`config.mk`:
```
export PLATFORM = sky130hd
export DESIGN_NAME = kpu_queue
export DESIGN_NICKNAME = d
export VERILOG_FILES = /design/src/rtl/core/kpu_pkg.sv /design/src/rtl/core/kpu_queue.sv
export SDC_FILE = /design/constraint.sdc
export NUM_CORES = 1
export LEC_CHECK = 0
export BUFFER_PORTS_ARGS = -buffer_cell sky130_fd_sc_hd__buf_2
export CORE_MARGIN = 8
export CORE_UTILIZATION = 55
export CTS_CLUSTER_DIAMETER = 40
export CTS_CLUSTER_SIZE = 16
export DETAILED_ROUTE_END_ITERATION = 16
export PLACE_DENSITY = 0.86
export SYNTH_ARGS = -nofsm -noshare
export SYNTH_HDL_FRONTEND = slang
export SYNTH_SLANG_ARGS = --single-unit
```
`constraint.sdc`:
```
create_clock -name clk_i -period 2.5 [get_ports clk_i]
set_clock_uncertainty 0.1 [all_clocks]
set_input_delay 0.375 -clock clk_i [delete_from_list [all_inputs] [get_ports clk_i]]
set_output_delay 0.375 -clock clk_i [all_outputs]
set_load 0.02 [all_outputs]
```
`src/rtl/core/kpu_pkg.sv`:
```
package kpu_pkg;

  // fixed data format, signed q16.16
  localparam int DATA_W    = 32;
  localparam int PROD_W    = 2 * DATA_W;
  localparam int FRAC_BITS = 16;
  localparam int DIM_W     = 5;
  localparam int POS_W     = 4;
  localparam int REQ_W     = 2;
  localparam int CFG_IDX_W = 4;

  // request codes, also used as queue operation codes
  localparam logic [REQ_W-1:0] REQ_LOAD_A = 2'd0;
  localparam logic [REQ_W-1:0] REQ_LOAD_B = 2'd1;
  localparam logic [REQ_W-1:0] REQ_UPDATE = 2'd2;

  // configuration register indexes
  localparam logic [CFG_IDX_W-1:0] CFG_TRANS_A = 4'd0;
  localparam logic [CFG_IDX_W-1:0] CFG_TRANS_B = 4'd1;
  localparam logic [CFG_IDX_W-1:0] CFG_ROWS_A  = 4'd2;
  localparam logic [CFG_IDX_W-1:0] CFG_COLS_A  = 4'd3;
  localparam logic [CFG_IDX_W-1:0] CFG_ROWS_B  = 4'd4;
  localparam logic [CFG_IDX_W-1:0] CFG_COLS_B  = 4'd5;
  localparam logic [CFG_IDX_W-1:0] CFG_ALPHA   = 4'd6;
  localparam logic [CFG_IDX_W-1:0] CFG_BETA    = 4'd7;

  // queue between front and back
  localparam int QUEUE_DEPTH = 4;

  localparam logic signed [PROD_W-1:0] ROUND_HALF = PROD_W'(64'sd1 <<< (FRAC_BITS - 1));
  localparam logic signed [PROD_W-1:0] SAT_MAX_P  = (PROD_W'(64'sd1) <<< (DATA_W - 1)) - 1;
  localparam logic signed [PROD_W-1:0] SAT_MIN_P  = -SAT_MAX_P - 1;
  localparam logic signed [DATA_W-1:0] SAT_MAX    = {1'b0, {(DATA_W - 1){1'b1}}};
  localparam logic signed [DATA_W-1:0] SAT_MIN    = {1'b1, {(DATA_W - 1){1'b0}}};

  typedef struct packed {
    logic                     trans_a;
    logic                     trans_b;
    logic [DIM_W-1:0]         rows_a;
    logic [DIM_W-1:0]         cols_a;
    logic [DIM_W-1:0]         rows_b;
    logic [DIM_W-1:0]         cols_b;
    logic signed [DATA_W-1:0] alpha_gain;
    logic signed [DATA_W-1:0] beta_gain;
  } cfg_t;

  // round half up, drop fraction bits, saturate to data width
  function automatic logic signed [DATA_W-1:0] round_sat(input logic signed [PROD_W-1:0] p);
    logic signed [PROD_W-1:0] r;
    logic signed [PROD_W-1:0] q;
    r = p + ROUND_HALF;
    q = r >>> FRAC_BITS;
    if (q > SAT_MAX_P) begin
      return SAT_MAX;
    end else if (q < SAT_MIN_P) begin
      return SAT_MIN;
    end
    return q[DATA_W-1:0];
  endfunction

  // saturating add of two data words
  function automatic logic signed [DATA_W-1:0] sat_add(input logic signed [DATA_W-1:0] x,
                                                       input logic signed [DATA_W-1:0] y);
    logic signed [DATA_W:0] s;
    s = {x[DATA_W-1], x} + {y[DATA_W-1], y};
    if (s[DATA_W] != s[DATA_W-1]) begin
      return s[DATA_W] ? SAT_MIN : SAT_MAX;
    end
    return s[DATA_W-1:0];
  endfunction

endpackage

```
`src/rtl/core/kpu_queue.sv`:
```
module kpu_queue #(
  parameter int WIDTH = 8
) (
  input  logic             clk_i,
  input  logic             rst_ni,
  input  logic             push_i,
  input  logic [WIDTH-1:0] data_i,
  output logic             full_o,
  output logic             pop_o,
  output logic [WIDTH-1:0] data_o
);

  localparam int PW = $clog2(kpu_pkg::QUEUE_DEPTH);
  localparam int NW = $clog2(kpu_pkg::QUEUE_DEPTH + 1);

  logic [WIDTH-1:0] mem_q [kpu_pkg::QUEUE_DEPTH];
  logic [PW-1:0]    wr_q, wr_d, rd_q, rd_d;
  logic [NW-1:0]    cnt_q, cnt_d;
  logic             empty;

  assign empty  = (cnt_q == '0);
  assign full_o = (cnt_q == NW'(kpu_pkg::QUEUE_DEPTH));
  // back side never stalls, so an entry leaves as soon as it is there
  assign pop_o  = !empty;
  assign data_o = mem_q[rd_q];

  always_comb begin
    wr_d  = push_i ? wr_q + PW'(1) : wr_q;
    rd_d  = pop_o ? rd_q + PW'(1) : rd_q;
    cnt_d = cnt_q + NW'(push_i) - NW'(pop_o);
  end

  always_ff @(posedge clk_i) begin
    if (push_i) begin
      mem_q[wr_q] <= data_i;
    end
  end

  always_ff @(posedge clk_i or negedge rst_ni) begin
    if (!rst_ni) begin
      wr_q  <= '0;
      rd_q  <= '0;
      cnt_q <= '0;
    end else begin
      wr_q  <= wr_d;
      rd_q  <= rd_d;
      cnt_q <= cnt_d;
    end
  end

endmodule

```
==> results.md <==
- Status: completed
- Root Buffer: clkbuf_4
- # DRC: 0
- Vert. Die Dim: ~69 microns
- RSZ-0062 raised after global routing: no
- Fraction of layout cells with a size suffix above 1: 0.327
- Setup TNS: 0 ns
- Worst EP arrival: 1.79 ns
- HPWL Detailed: 1680 microns
- Tightest Pin Transition: 0.448 ns
- Max_cap viols: 0
- Type of origin of the critical path: register
- Mapped Cells: 76
- Final #Nets: 121
- Clock Latency Late Sink: 0.33 ns
- Pwr/cell area: between 1000 and 1500 nW/um^2
- Synth area leaders: edfxtp_1 62%, mux4_2 12%, dfrtp_1 11%
- Warnings from Yosys: 0
- Required @ worst endpoint: 2.03 ns
- Register area share after synthesis: 0.734
- Core area: 2710 sq um
- Placed Cells: ~130
- Final Hold Viols: 0
- Global-route wire length before repair: 3950 microns
- Vias in the first global route: just over 800
- Die width: 69.0 microns
- Pleak: 0.663 nW
- Mapped Nets: 94
- Antenna violations before repair: 0
- Vias per cell: 5.44
- FILL cells: about 200
- Final setup viols: 0
- Total grt overflow: 0
- Leading area contributor after synthesis: edfxtp_1
- Worst r2r path cells: 7
- Drt pass-1 iters: 4
- IO Count: 21
- Clock sink count: 39
- GRT Total Usage: 0.111
- Yosys reg bits: 39
- Final Util: 0.641
- Final Worst Setup Slack: 0.234 ns
- Area grow syn2layout: 12.2%
- Post-layout minimum cycle time: 2.27 ns
- Commonest non-fill, non-tap cell in the layout: edfxtp_1
- Hold path depth: 1
- Post-DRT Antenna Nets: 0
- Final Cycle Share: 0.907
- Register clock-pin slew on the reported worst setup and hold paths: 0.10 ns
- Non-Filler Instances: about 140
- Total routed wirelength: 2360 microns
- Most frequent cells in the layout: 32 x edfxtp_1, 20 x buf_2, 8 x mux4_2, 7 x dfrtp_1
- Number of setup buffers added after CTS: 0
- Maximum clock insertion buffer count: 2
- CTS tree: yes
- Max Fanout on Critical Path: 6
- Initial Util: 0.571
- CTS H-Tree Depth: 2
- Synth Cell Area: 1550 sq um
- FP Rows: 19
- Vias: 735
- Endpoint class of the critical path: output port
- Antenna Cells: 0
- Synth top area share: 0.621
- Worst slew margin: 0.701
- Max Clk Rate: 441 MHz
- Crit Path Class: register to output port
- Post-place setup slack: 0.265 ns
- Hold Path Class: input port to register
- Peak VDD IR: 797 uV
- Largest net degree at the start of global routing: 12
- Die area: roughly 4800 sq um
- GP Congestion: 0.664
- Detailed Route Iter0 Violations: 46
- CTS buffer count: 5
- Port Buffers: 20
- Fin. max-slew vios: 0
- Distinct cell type count after synthesis: 16
- Syn avg cell area: 20.4 sq um
- Routed len/inst: around 17 microns
-- state kept, by name (all words and copies together) (netlist names) --
name   flops
cnt_q      3
mem_q     32
rd_q       2
wr_q       2
-- cell type report --
cell class	count	area, sq um	area share
Tap cell	31	38.8	0.0223
Sequential cell	39	1140	0.654
Inverter	6	22.5	0.0130
Clock inverter	2	7.51	0.00432
Multi-Input combinational cell	29	373	0.215
Timing Repair Buffer	22	118	0.0677
Clock buffer	6	41.3	0.0238
-- repair_timing --
action                                 in CTS  in global routing
gates resized for setup                     0                  0
endpoints found under the hold margin       7                  0
hold buffers                                1                  0
-- routing by layer --
| metal | share of wire | routed length (microns) | global-route usage |
|---|---|---|---|
| met5 | 0 | 0 | 0 |
| met2 | 0.51 | 1200 | 0.179 |
| met3 | 0.069 | 162 | 0.0672 |
| met1 | 0.40 | 953 | 0.107 |
| met4 | 0.019 | 45 | 0.0615 |
-- synth_stat cells --
cell and instances:
edfxtp_1 32, fa_1 1, o21ai_0 1, xor2_1 2, nand2_1 1, and2_1 4, or3_1 1, inv_1 6
buf_6 1, o31ai_1 1, mux4_2 8, xnor2_1 3, clkbuf_2 1, dfrtp_1 7, ha_1 6, and3_1 1
-- path summary, 6_finish.rpt --
kind                                         endpoint  slack, ns                start
worst max-delay path                        data_o[5]       0.23  rd_q[0]$_DFFE_PN0N_
worst min-delay path            mem_q[3][3]$_DFFE_PP_       0.15            data_i[3]
worst max register to register     cnt_q[2]$_DFF_PN0_       0.26   cnt_q[1]$_DFF_PN0_
worst min register to register    wr_q[0]$_DFFE_PN0P_       0.44  wr_q[0]$_DFFE_PN0P_
max in group asynchronous         wr_q[0]$_DFFE_PN0P_       1.84               rst_ni
min in group asynchronous         rd_q[1]$_DFFE_PN0N_       0.30               rst_ni
-- critical path, cell delays in order, from the launching register on --
cell,delay [ns]
dfrtp_1,0.54
buf_4,0.23
mux4_2,0.51
buf_2,0.17
-- power breakdown --
group / internal, mW / switching [mW]
Sequential: 0.876 / 0.113
Clock: 0.104 / 0.178
Combinational: 0.336 / 0.391
Total: 1.32 / 0.681
-- metrics by stage --
step | hold WS [ns] | area, sq um | power, mW
4_1_cts | 0.129 | 1740 | 2.03
5_1_grt | 0.105 | 1740 | 2.13
3_3_place_gp | 0.113 | 1680 | 1.70
3_5_place_dp | 0.115 | 1680 | 1.75
2_1_floorplan | -0.0206 | 1550 | 1.53
6_report | 0.151 | 1740 | 2.00
-- logic make-up after synthesis --
logic type | after synthesis | synth area share
DFF | 39 | 0.734
buffers and inverters | 8 | 0.0251
muxes | 8 | 0.116
adders and majority gates | 7 | 0.0614
and+or+nand+nor | 7 | 0.0267
xor gates and xnor gates | 5 | 0.0283
AOI/OAI and AO/OA | 2 | 0.00808
No activity file was read; power rests on OpenSTA's default activity.
