**config.mk**
```make
export PLATFORM = sky130hd
export DESIGN_NAME = kpu_front
export DESIGN_NICKNAME = d
export VERILOG_FILES = /design/src/rtl/core/kpu_pkg.sv /design/src/rtl/core/kpu_front.sv
export SDC_FILE = /design/constraint.sdc
export NUM_CORES = 1
export LEC_CHECK = 0
export ABC_AREA = 1
export BUFFER_PORTS_ARGS = -buffer_cell sky130_fd_sc_hd__clkbuf_2
export CAP_MARGIN = 10
export CORE_UTILIZATION = 37
export DETAILED_ROUTE_END_ITERATION = 16
export PLACE_DENSITY_LB_ADDON = 0.1
export SYNTH_ARGS = -nofsm -noshare
export SYNTH_HDL_FRONTEND = slang
export SYNTH_SLANG_ARGS = --single-unit
```
**constraint.sdc**
```tcl
create_clock -name clk_i -period 2.5 [get_ports clk_i]
set_clock_uncertainty 0.1 [all_clocks]
set_input_delay 0.25 -clock clk_i [delete_from_list [all_inputs] [get_ports clk_i]]
set_output_delay 0.25 -clock clk_i [all_outputs]
set_load 0.02 [all_outputs]
```
**src/rtl/core/kpu_pkg.sv**
```systemverilog
package kpu_pkg;

  // fixed data format, signed q16.16
  localparam int DATA_W    = 32;
  localparam int PROD_W    = 2 * DATA_W;
  localparam int FRAC_BITS = 16;
  localparam int DIM_W     = 5;
  localparam int POS_W     = 4;
  localparam int REQ_W     = 2;
  localparam int CFG_IDX_W = 4;

  // request codes, also used as queue operation codes
  localparam logic [REQ_W-1:0] REQ_LOAD_A = 2'd0;
  localparam logic [REQ_W-1:0] REQ_LOAD_B = 2'd1;
  localparam logic [REQ_W-1:0] REQ_UPDATE = 2'd2;

  // configuration register indexes
  localparam logic [CFG_IDX_W-1:0] CFG_TRANS_A = 4'd0;
  localparam logic [CFG_IDX_W-1:0] CFG_TRANS_B = 4'd1;
  localparam logic [CFG_IDX_W-1:0] CFG_ROWS_A  = 4'd2;
  localparam logic [CFG_IDX_W-1:0] CFG_COLS_A  = 4'd3;
  localparam logic [CFG_IDX_W-1:0] CFG_ROWS_B  = 4'd4;
  localparam logic [CFG_IDX_W-1:0] CFG_COLS_B  = 4'd5;
  localparam logic [CFG_IDX_W-1:0] CFG_ALPHA   = 4'd6;
  localparam logic [CFG_IDX_W-1:0] CFG_BETA    = 4'd7;

  // queue between front and back
  localparam int QUEUE_DEPTH = 4;

  localparam logic signed [PROD_W-1:0] ROUND_HALF = PROD_W'(64'sd1 <<< (FRAC_BITS - 1));
  localparam logic signed [PROD_W-1:0] SAT_MAX_P  = (PROD_W'(64'sd1) <<< (DATA_W - 1)) - 1;
  localparam logic signed [PROD_W-1:0] SAT_MIN_P  = -SAT_MAX_P - 1;
  localparam logic signed [DATA_W-1:0] SAT_MAX    = {1'b0, {(DATA_W - 1){1'b1}}};
  localparam logic signed [DATA_W-1:0] SAT_MIN    = {1'b1, {(DATA_W - 1){1'b0}}};

  typedef struct packed {
    logic                     trans_a;
    logic                     trans_b;
    logic [DIM_W-1:0]         rows_a;
    logic [DIM_W-1:0]         cols_a;
    logic [DIM_W-1:0]         rows_b;
    logic [DIM_W-1:0]         cols_b;
    logic signed [DATA_W-1:0] alpha_gain;
    logic signed [DATA_W-1:0] beta_gain;
  } cfg_t;

  // round half up, drop fraction bits, saturate to data width
  function automatic logic signed [DATA_W-1:0] round_sat(input logic signed [PROD_W-1:0] p);
    logic signed [PROD_W-1:0] r;
    logic signed [PROD_W-1:0] q;
    r = p + ROUND_HALF;
    q = r >>> FRAC_BITS;
    if (q > SAT_MAX_P) begin
      return SAT_MAX;
    end else if (q < SAT_MIN_P) begin
      return SAT_MIN;
    end
    return q[DATA_W-1:0];
  endfunction

  // saturating add of two data words
  function automatic logic signed [DATA_W-1:0] sat_add(input logic signed [DATA_W-1:0] x,
                                                       input logic signed [DATA_W-1:0] y);
    logic signed [DATA_W:0] s;
    s = {x[DATA_W-1], x} + {y[DATA_W-1], y};
    if (s[DATA_W] != s[DATA_W-1]) begin
      return s[DATA_W] ? SAT_MIN : SAT_MAX;
    end
    return s[DATA_W-1:0];
  endfunction

endpackage

```
**src/rtl/core/kpu_front.sv**
```systemverilog
module kpu_front #(
  parameter int MAX_DIM = 16,
  parameter int AW      = 8
) (
  input  logic                                clk_i,
  input  logic                                rst_ni,
  input  kpu_pkg::cfg_t                       cfg_i,
  input  logic                                accept_i,
  input  logic [kpu_pkg::REQ_W-1:0]           req_type_i,
  input  logic [kpu_pkg::POS_W-1:0]           elem_row_i,
  input  logic [kpu_pkg::POS_W-1:0]           elem_col_i,
  input  logic signed [kpu_pkg::DATA_W-1:0]   elem_value_i,
  output logic                                push_o,
  output logic [kpu_pkg::REQ_W-1:0]           op_o,
  output logic [AW-1:0]                       addr_a_o,
  output logic [AW-1:0]                       addr_b_o,
  output logic signed [kpu_pkg::DATA_W-1:0]   value_o,
  output logic                                last_o
);

  localparam int CW    = (MAX_DIM > 1) ? $clog2(MAX_DIM) : 1;
  localparam int CMP_W = ((CW > kpu_pkg::DIM_W) ? CW : kpu_pkg::DIM_W) + 1;

  // position counters: l fastest, then i, then k, then j
  logic [CW-1:0] l_q, l_d, i_q, i_d, k_q, k_d, j_q, j_d;
  logic          wrap_l, wrap_i, wrap_k, wrap_j;
  logic          in_range;
  logic          is_load, is_update;

  assign wrap_l = (CMP_W'(l_q) + CMP_W'(1)) >= CMP_W'(cfg_i.rows_b);
  assign wrap_i = (CMP_W'(i_q) + CMP_W'(1)) >= CMP_W'(cfg_i.rows_a);
  assign wrap_k = (CMP_W'(k_q) + CMP_W'(1)) >= CMP_W'(cfg_i.cols_b);
  assign wrap_j = (CMP_W'(j_q) + CMP_W'(1)) >= CMP_W'(cfg_i.cols_a);

  assign in_range  = (int'(elem_row_i) < MAX_DIM) && (int'(elem_col_i) < MAX_DIM);
  assign is_load   = (req_type_i == kpu_pkg::REQ_LOAD_A) || (req_type_i == kpu_pkg::REQ_LOAD_B);
  assign is_update = (req_type_i == kpu_pkg::REQ_UPDATE);

  // classify transaction and build queue entry
  always_comb begin
    push_o   = accept_i && ((is_load && in_range) || is_update);
    op_o     = req_type_i;
    value_o  = elem_value_i;
    last_o   = wrap_l && wrap_i && wrap_k && wrap_j;
    addr_b_o = cfg_i.trans_b ? AW'(int'(k_q) * MAX_DIM + int'(l_q))
                             : AW'(int'(l_q) * MAX_DIM + int'(k_q));
    if (is_load) begin
      addr_a_o = AW'(int'(elem_row_i) * MAX_DIM + int'(elem_col_i));
    end else begin
      addr_a_o = cfg_i.trans_a ? AW'(int'(j_q) * MAX_DIM + int'(i_q))
                               : AW'(int'(i_q) * MAX_DIM + int'(j_q));
    end
  end

  // nested counter advance on each update
  always_comb begin
    l_d = l_q;
    i_d = i_q;
    k_d = k_q;
    j_d = j_q;
    if (accept_i && is_update) begin
      l_d = wrap_l ? '0 : l_q + CW'(1);
      if (wrap_l) begin
        i_d = wrap_i ? '0 : i_q + CW'(1);
        if (wrap_i) begin
          k_d = wrap_k ? '0 : k_q + CW'(1);
          if (wrap_k) begin
            j_d = wrap_j ? '0 : j_q + CW'(1);
          end
        end
      end
    end
  end

  always_ff @(posedge clk_i or negedge rst_ni) begin
    if (!rst_ni) begin
      l_q <= '0;
      i_q <= '0;
      k_q <= '0;
      j_q <= '0;
    end else begin
      l_q <= l_d;
      i_q <= i_d;
      k_q <= k_d;
      j_q <= j_d;
    end
  end

endmodule

```
==> metrics, run 1 <==
Max-slew headroom=71.7%; syn_area_per_cell=6.55 um^2; final setup fails=0; worst slew pin tran=0.425 ns; worst path cell trace=ha_1 > xor2_1 > ha_1 > and3_1 > nand2_1 > nand2_1 > nand2_2 > nor3b_2 > buf_4; I/O pin total=183; DR WL/cell=10.0 um; Die ar.=5420 um^2; CTS H-tree depth=1; fillers=570; Remaining Overflow, GRT=0; worst skew pair latency=about 0.25 ns; global placement routability congestion=0.723; initial core utilization=about two fifths; CP Max Fanout=4; DRT iter0 DRCs=17; first-pass detailed-route iteration total=4; max-cap violations=0; row cnt=25; total track usage=14.8%; vias in the first global route=around 1.5k; Synth Cell Area=1900 um^2; net total in the final layout=roughly 480; total CTS buffers=3; crit path max-delay cell type=dfrtp_1; first-pass GRT wire length=roughly 6300 um; CP endpoint kind=output port; peak supply drop=around 0.0005 V; critical path class=register to output port; Main synth FF type=dfrtp_1; status=completed; Pwr per Cell Area=692 nW/um^2; share of layout cells above drive strength 1=23.5%; drc violations=0; initial antenna violation count=0; Slew Limit Fails=0; Slowest Stage Delay on Critical Path=0.41 ns; pre-CTS setup slack=~0.13 ns; commonest cells after routing, fill and taps aside=nand2_1 (75), clkbuf_2 (53), inv_1 (48), nor2_1 (26), ha_1 (23); Antenna diodes=0; Routed Antenna Nets=0; unrepaired setup endpoints after global routing=yes; Worst Path Arrival=2.08 ns; clock buffer depth=2; I/O Buffers=54; TritonCTS clock tree=done; CTS Root Cell=clkbuf_8; syn_nets=445; Ys Warns=0; clock-pin slew on the worst setup and hold paths=0.07 ns; Hold Vio Cnt, Final=0; commonest non-fill, non-tap cell in the layout=nand2_1; register area=around 400 um^2; Max Clk Rate=between 400 and 500 MHz; gr busiest metal=met2; Worst Path Required=2.15 ns; Die Height=73.6 um; final wirelength=3860 um; synth unique cells=19; clock sink count=16; met3 Usage GRT=3.70%; Global Route met1 Usage=a little under a fifth; Async SR Flop Fraction=100%; Startpoint Class=register; Hold WC Path Type=input port to register; DIE WIDTH=73.6 um; P_leak=1.29 nW; Layout area overhead=12.2%; Period Utilization, post-route=97.3%; fin crit period=2.43 ns; Core Util, Final=about 44%; largest net degree at the start of global routing=17; Seq/Total Area, Yosys=21.1%; GR Util met2=26.1%; post-DP HPWL=3170 um; vias=1,669; Cells after Synth=290; vias per inst=4.32; EDFF count, synth=0; Multi-input gate area=1070 um^2; CORE AREA=4820 um^2; Synth Register Bits=16; Setup WS post-layout=between 0.06 and 0.07 ns
registers in the layout (all words and copies together), names as in the netlist:
name / flops
k_q: 4
j_q: 4
l_q: 4
i_q: 4
routing by layer:
metal  vias to the layer above  wire length [um]
li1                        926                 -
met1                       680              1830
met2                        53              1680
met3                        10               317
met4                         0                34
met5                         -                 0
cell usage after synthesis, drive strengths merged (2+ instances only):
cell / n / share of area, %
nor2: 28 / 5.7
and3: 2 / 0.66
ha: 24 / 16
inv: 50 / 9.9
clkbuf: 3 / 0.59
nand3: 10 / 2.6
o21ai: 22 / 5.8
dfrtp: 16 / 21
buf: 34 / 13
nand2: 76 / 15
a21oi: 11 / 2.9
xor2: 7 / 3.2
o211ai: 3 / 1.2
what timing repair did:
action | CTS | global route
pin swaps | 0 | 3
cloned | 0 | 0
buffers inserted | 2 | 1
resized for setup | 5 | 4
hold buffers | 1 | 0
endpoints found under the hold margin | 16 | 0
endpoints found under the setup margin | 1 | 1
power by group:
group / internal (mW) / total (mW) / switching [mW]
clock: 0.140 / 0.233 / 0.0934
sequential: 0.335 / 0.414 / 0.0794
combinational: 0.342 / 0.827 / 0.484
final cells by class:
cell class | count | share of cell area, %
inverters | 50 | 8.81
well taps | 67 | 3.94
multi-input cells | 187 | 50.1
clock buffers | 4 | 2.59
repair buffers | 62 | 15.7
flip-flops and latches | 16 | 18.9
metrics by stage:
stage	setup TNS [ns]	hold WS (ns)	total power, mW	instance area [um^2]	std cells
floorplan	0	-0.146	1.03	1900	290
global placement	0	0.107	1.19	2020	378
detailed placement	0	0.113	1.20	2020	378
CTS	0	0.272	1.47	2110	385
global route	-0.0889	0.301	1.65	2130	386
finish	0	0.282	1.47	2130	386
path summary, 6_finish.rpt:
kind                       cells after the start  endpoint  slack [ns]     startpoint
setup / recovery                               9    last_o        0.07         i_q[0]
max in group asynchronous                      2    k_q[0]        1.62         rst_ni
hold reg to reg                                2    j_q[3]        0.45         j_q[3]
setup reg to reg                              11    i_q[2]        0.31         l_q[0]
min in group asynchronous                      2    k_q[1]        0.36         rst_ni
hold / removal                                 4    l_q[2]        0.28  req_type_i[0]
kinds of logic after synthesis:
group / share of synthesized area [%]
AND/OR/NAND/NOR: 25.2
flip-flops: 21.1
buffers and inverters: 23.9
adder cells (fa/ha/maj): 15.8
AO/OA/AOI/OAI: 10.2
XOR/XNOR: 3.69
critical path, delay by kind of cell (launching register included):
family        cells  cell delay [ns]
xor+xnor          1             0.18
simple gates      5             0.56
fa+ha+maj         2             0.52
flops             1             0.41
buf+inv           1             0.16
(Power assumes the default switching activity.)
==> run 2: changes to the inputs <==
--- a/config.mk
+++ b/config.mk
@@ -8,6 +8,7 @@
 export ABC_AREA = 1
 export BUFFER_PORTS_ARGS = -buffer_cell sky130_fd_sc_hd__clkbuf_2
 export CAP_MARGIN = 10
+export CORE_MARGIN = 3
 export CORE_UTILIZATION = 37
 export DETAILED_ROUTE_END_ITERATION = 16
 export PLACE_DENSITY_LB_ADDON = 0.1
==> run 2 against run 1 <==
  * Register-to-register slack better by 0.12 ns
  * Worst setup slack better by 0.059 ns
  * First-iteration DRC count increased by 100%
  * Die area grew 11%
  * Global-route usage shrank 1.1 points
  * Via count increased by 2.4%
  * Worst hold slack worse by 0.0019 ns
  * Sequential power barely moved
  * Power increased by 3.0%
  * Highest routed layer unchanged
==> metrics, run 2 (synthesized netlist as in run 1, its figures left out) <==
peak supply drop=0.000443 V (-14%); Layout area overhead=15.6%; I/O Buffers=54 (unchanged); TritonCTS clock tree=done; max-cap violations=0 (unchanged); Slowest Stage Delay on Critical Path=0.40 ns (about the same); crit path max-delay cell type=dfrtp_1; row cnt=25 (unchanged); fin crit period=2.37 ns (-0.0587 ns); Worst Path Arrival=2.02 ns (-0.06 ns); worst skew pair latency=0.25 ns (about the same); final wirelength=4220 um (+9.2%); total CTS buffers=3 (unchanged); clock sink count=16 (unchanged); Max-slew headroom=72.8% (+1.1 points); status=completed; Worst Path Required=2.15 ns (about the same); CTS H-tree depth=1 (unchanged); CTS Root Cell=clkbuf_8; Final Cell Area=2190 um^2 (+3.1%); placed cell areas=2020 um^2 (unchanged); Remaining Overflow, GRT=0 (unchanged); worst slew pin tran=0.408 ns (-0.0166 ns); CORE AREA=4850 um^2 (+0.65%); Pwr per Cell Area=691 nW/um^2 (about the same); commonest non-fill, non-tap cell in the layout=nand2_1; Slew Limit Fails=0 (unchanged); DRT iter0 DRCs=34 (+17); Period Utilization, post-route=94.9% (-2.3 points); I/O pin total=183 (unchanged); setup TNS=0 ns (unchanged); Die ar.=6030 um^2 (+11%); largest net degree at the start of global routing=17 (unchanged); share of layout cells above drive strength 1=27.4% (+3.9 points); clock buffer depth=2 (unchanged); total track usage=13.7% (-1.1 points); Hold WC Path Type=input port to register; final setup fails=0 (unchanged); first-pass detailed-route iteration total=3 (-1); initial antenna violation count=0 (unchanged); critical path class=register to output port; post-DP HPWL=3560 um (+12%); clock-pin slew on the worst setup and hold paths=0.07 ns (about the same); Max Clk Rate=421 MHz (+2.5%); P_leak=1.31 nW (+1.6%); commonest cells after routing, fill and taps aside=nand2_1 (75), clkbuf_2 (53), inv_1 (48), nor2_1 (26), o21ai_0 (22); vias in the first global route=1,526 (+2.7%); hold_ws=0.280 ns (-0.00195 ns); net total in the final layout=481 (+1.3%); DR WL/cell=10.8 um (+7.5%); Startpoint Class=register; Most common cell on crit path=nand2_1; CP endpoint kind=output port; global placement routability congestion=0.746 (+3.3%); Die Height=77.6 um (+5.4%); CP Max Fanout=4 (unchanged); Antenna diodes=0 (unchanged); first-pass GRT wire length=6780 um (+8.4%); Core Util, Final=45.3% (+1.1 points); vias=1,709 (+2.4%); drc violations=0 (unchanged); worst path cell trace=ha_2 > xor2_1 > ha_1 > nand2_1 > nor2_1 > nand2_1 > nand3_2 > nand2_2 > nor3b_2 > buf_4; Hold Vio Cnt, Final=0 (unchanged); vias per inst=4.36 (+0.83%); DIE WIDTH=77.6 um (+5.4%); initial core utilization=39.1% (-0.25 points); Routed Antenna Nets=0 (unchanged)
-- run 2: area by class of cell --
type / instances / area, um^2
Timing Repair Buffer: 68 / 380
Sequential cell: 16 / 407
Tap cell: 67 / 83.8
Multi-Input combinational cell: 187 / 1080
Inverter: 50 / 188
Fill cell: 524 / 2650
Clock buffer: 4 / 55.1
-- run 2: critical path: cells and delay by family, from the launching register on --
kind                       cells  cell delay [ns]
and+or+nand+nor                6             0.52
adders and majority gates      2             0.50
DFF                            1             0.40
xor gates and xnor gates       1             0.18
buffers and inverters          1             0.16
-- run 2: worst paths after layout --
check | endpoint | start | depth (start not counted) | slack, ns
max | last_o | l_q[0] | 10 | 0.13
min reg2reg | k_q[1] | k_q[1] | 2 | 0.46
min | l_q[0] | req_type_i[0] | 3 | 0.28
min in group asynchronous | k_q[1] | rst_ni | 2 | 0.35
max reg2reg | i_q[2] | l_q[0] | 10 | 0.43
max in group asynchronous | j_q[1] | rst_ni | 2 | 1.63
-- run 2: power breakdown --
group          switching (mW)  total, mW  leakage (nW)  internal [mW]
Combinational           0.498      0.870          1.08          0.373
Clock                  0.0965      0.236        0.0288          0.140
Sequential             0.0750      0.411         0.202          0.336
-- run 2: repair_timing --
action | 4_1_cts | 5_1_grt
buffers inserted | 1 | 8
endpoints found under the hold margin | 16 | 0
gates resized for setup | 5 | 11
setup endpoints to repair | 1 | 1
pin swaps | 0 | 1
hold buffers | 1 | 0
-- run 2: metal layers --
layer | wire length [um] | part of all wire (%) | global-route usage, %
met5 | 0 | 0 | 0
met4 | 33 | 0.78 | 3.38
met3 | 488 | 12 | 6.50
met2 | 1870 | 44 | 22.0
met1 | 1830 | 43 | 16.3
-- run 2: stage by stage --
step                      total power [mW]  instances  worst slack (ns)
after floorplan                       1.03        290             0.175
after global placement                1.19        378             0.147
after detailed placement              1.21        378             0.125
after CTS                             1.48        384           0.00485
after global routing                  1.69        392          -0.00464
final                                 1.52        392             0.127
==> run 3: changes to the inputs <==
--- a/config.mk
+++ b/config.mk
@@ -8,7 +8,7 @@
 export ABC_AREA = 1
 export BUFFER_PORTS_ARGS = -buffer_cell sky130_fd_sc_hd__clkbuf_2
 export CAP_MARGIN = 10
-export CORE_MARGIN = 3
+export CORE_MARGIN = 1.5
 export CORE_UTILIZATION = 37
 export DETAILED_ROUTE_END_ITERATION = 16
 export PLACE_DENSITY_LB_ADDON = 0.1
==> run 3 against run 2 <==
  * Global-route usage rose by 1.3 points
  * Power rose by 4.4%
  * Design area rose by 1.5%
  * Clock-buffer cell count did not move
  * Via count fell by 1.1%
  * Register-to-register slack got worse by 0.11 ns
  * Sequential power rose by 4.9%
  * Worst hold slack got worse by 0.013 ns
  * Critical path depth did not move
  * Core utilization rose by 1.0 points
  * Sequential share of layout area fell by 0.34 points
  * Largest power group unchanged
==> metrics, run 3 (synthesized netlist as in run 1, its figures left out) <==
Startpoint Class=register; worst slew pin tran=0.421 ns (+0.0131 ns); Period Utilization, post-route=95.3% (+0.39 points); Die Height=74.6 um (-3.9%); M1 WL=1750 um (-4.4%); Pwr per Cell Area=711 nW/um^2 (+2.8%); critical path class=register to output port; Antenna diodes=0 (unchanged); row cnt=25 (unchanged); CTS Root Cell=clkbuf_8; max-cap violations=0 (unchanged); Worst Path Arrival=2.03 ns (about the same); share of layout cells above drive strength 1=28.2% (+0.79 points); Remaining Overflow, GRT=0 (unchanged); initial core utilization=39.4% (+0.25 points); first-pass GRT wire length=6470 um (-4.5%); Setup WS post-layout=0.118 ns (-0.00971 ns); Routed Antenna Nets=0 (unchanged); CP endpoint kind=output port; unrepaired setup endpoints after global routing=yes; clock sink count=16 (unchanged); initial antenna violation count=0 (unchanged); launching point of the worst reg2reg path=l_q[0]; vias per inst=4.33 (-0.60%); net total in the final layout=479 (-0.42%); Hold Path Depth=4 (+1); non-filler cells in the finished layout=390 (-0.51%); pre-CTS setup slack=0.209 ns (+0.0835 ns); I/O Buffers=54 (unchanged); I/O pin total=183 (unchanged); final wirelength=3990 um (-5.3%); placed cell count=378 (unchanged); worst skew pair latency=0.25 ns (about the same); highest metal used=met4; DIE WIDTH=74.6 um (-3.9%); met2 WL post-DR=1870 um (about the same); Die ar.=5570 um^2 (-7.6%); drc violations=0 (unchanged); TritonCTS clock tree=done; total CTS buffers=3 (unchanged); Hold WC Path Type=input port to register; vias=1,690 (-1.1%); reg2reg path depth=10 (unchanged); fillers=577 (+10%); Max Clk Rate=420 MHz (-0.41%); post-DP HPWL=3190 um (-11%); DRT iter0 DRCs=50 (+47%); commonest cells after routing, fill and taps aside=nand2_1 (73), clkbuf_2 (53), inv_1 (48), nor2_1 (26), o21ai_0 (22); reg2reg setup slack=0.32 ns (-0.11 ns); Hold Vio Cnt, Final=0 (unchanged); Slew Limit Fails=0 (unchanged); total track usage=14.9% (+1.3 points); first-pass detailed-route iteration total=4 (+1); CTS H-tree depth=1 (unchanged); clock-pin slew on the worst setup and hold paths=0.07 ns (about the same); fin crit period=2.38 ns (+0.00971 ns); DR WL/cell=10.2 um (-4.9%); Multi-input gate area=1130 um^2 (+4.6%); Max-slew headroom=71.9% (-0.88 points); clock buffer depth=2 (unchanged); CORE AREA=4820 um^2 (-0.65%); worst min-delay path startpoint=req_type_i[0]; largest net degree at the start of global routing=17 (unchanged); final setup fails=0 (unchanged); capture point of the worst reg-to-reg path=k_q[1]; WHS Endpoint=l_q[2]; register area=405 um^2 (-0.31%); Worst Path Required=2.15 ns (about the same); commonest non-fill, non-tap cell in the layout=nand2_1; vias in the first global route=1,546 (+1.3%); status=completed; P_leak=1.31 nW (-0.24%); Layout area overhead=17.4%; CP Max Fanout=4 (unchanged); global placement routability congestion=0.726 (-2.7%); peak supply drop=0.000477 V (+7.7%); met3 wire length=341 um (-30%)
-- run 3: cell types whose count changed in the layout (fill, tap and decap cells not counted) --
cell | previous run | this run
ha_2 | 3 | 1
nor2_2 | 2 | 1
nand2_2 | 1 | 3
dfrtp_1 | 11 | 12
nand3_2 | 1 | 2
ha_4 | 0 | 2
nor2_4 | 0 | 1
nand2_1 | 75 | 73
xor2_2 | 1 | 3
buf_4 | 14 | 12
dfrtp_2 | 5 | 4
xor2_1 | 6 | 4
nand3_1 | 9 | 8
-- run 3: through the flow --
| step | utilization [%] | hold slack, ns | instance area [um^2] | total power [mW] | setup TNS, ns |
|---|---|---|---|---|---|
| floorplan | - | -0.146 | 1900 | 1.03 | 0 |
| global placement | 41.8 | 0.108 | 2020 | 1.20 | 0 |
| detailed placement | 41.8 | 0.110 | 2020 | 1.21 | 0 |
| CTS | 43.8 | 0.259 | 2110 | 1.48 | 0 |
| global route | 46.3 | 0.305 | 2230 | 1.78 | -0.0642 |
| finish | 46.3 | 0.267 | 2230 | 1.58 | 0 |
-- run 3: repair_timing --
action / 4_1_cts / 5_1_grt
buffers inserted: 2 / 5
pin swaps: 0 / 11
resized for setup: 4 / 19
endpoints found under the setup margin: 1 / 1
hold buffers: 1 / 0
endpoints found under the hold margin: 16 / 0
-- run 3: worst max-delay path, stage by stage (launching register included) --
cell and delay, ns:
dfrtp_2 0.45, ha_4 0.18, xor2_2 0.15, ha_1 0.29
nand2_1 0.05, nor2_1 0.09, nand2_1 0.08, nand3_2 0.08
nand2_2 0.07, nor3b_2 0.17, buf_4 0.16
-- run 3: cell type report --
type | count | share of cell area, %
multi-input combinational | 187 | 50.8
sequential | 16 | 18.2
tap | 67 | 3.76
inverter | 50 | 8.42
clock buffer | 4 | 2.47
timing repair buffer | 66 | 16.4
-- run 3: report_power, final --
group          total, mW  switching (mW)  internal [mW]
Sequential         0.431          0.0940          0.337
Clock              0.235          0.0947          0.140
Combinational      0.918           0.512          0.406
Total               1.58           0.701          0.883
-- run 3: how the worst max path moves through the flow --
stage / startpoint / to / cells after the start
final: l_q[0] / last_o / 10
after global routing: l_q[1] / last_o / 10
after CTS: k_q[0] / last_o / 10
after detailed placement: l_q[0] / last_o / 10
after global placement: l_q[0] / last_o / 10
after floorplan: l_q[0] / last_o / 9
-- run 3: per-layer routing --
layer,global-route usage [%],vias up
li1,-,928
met1,18.2,699
met2,26.2,55
met3,3.88,8
met4,4.04,0
met5,0,-
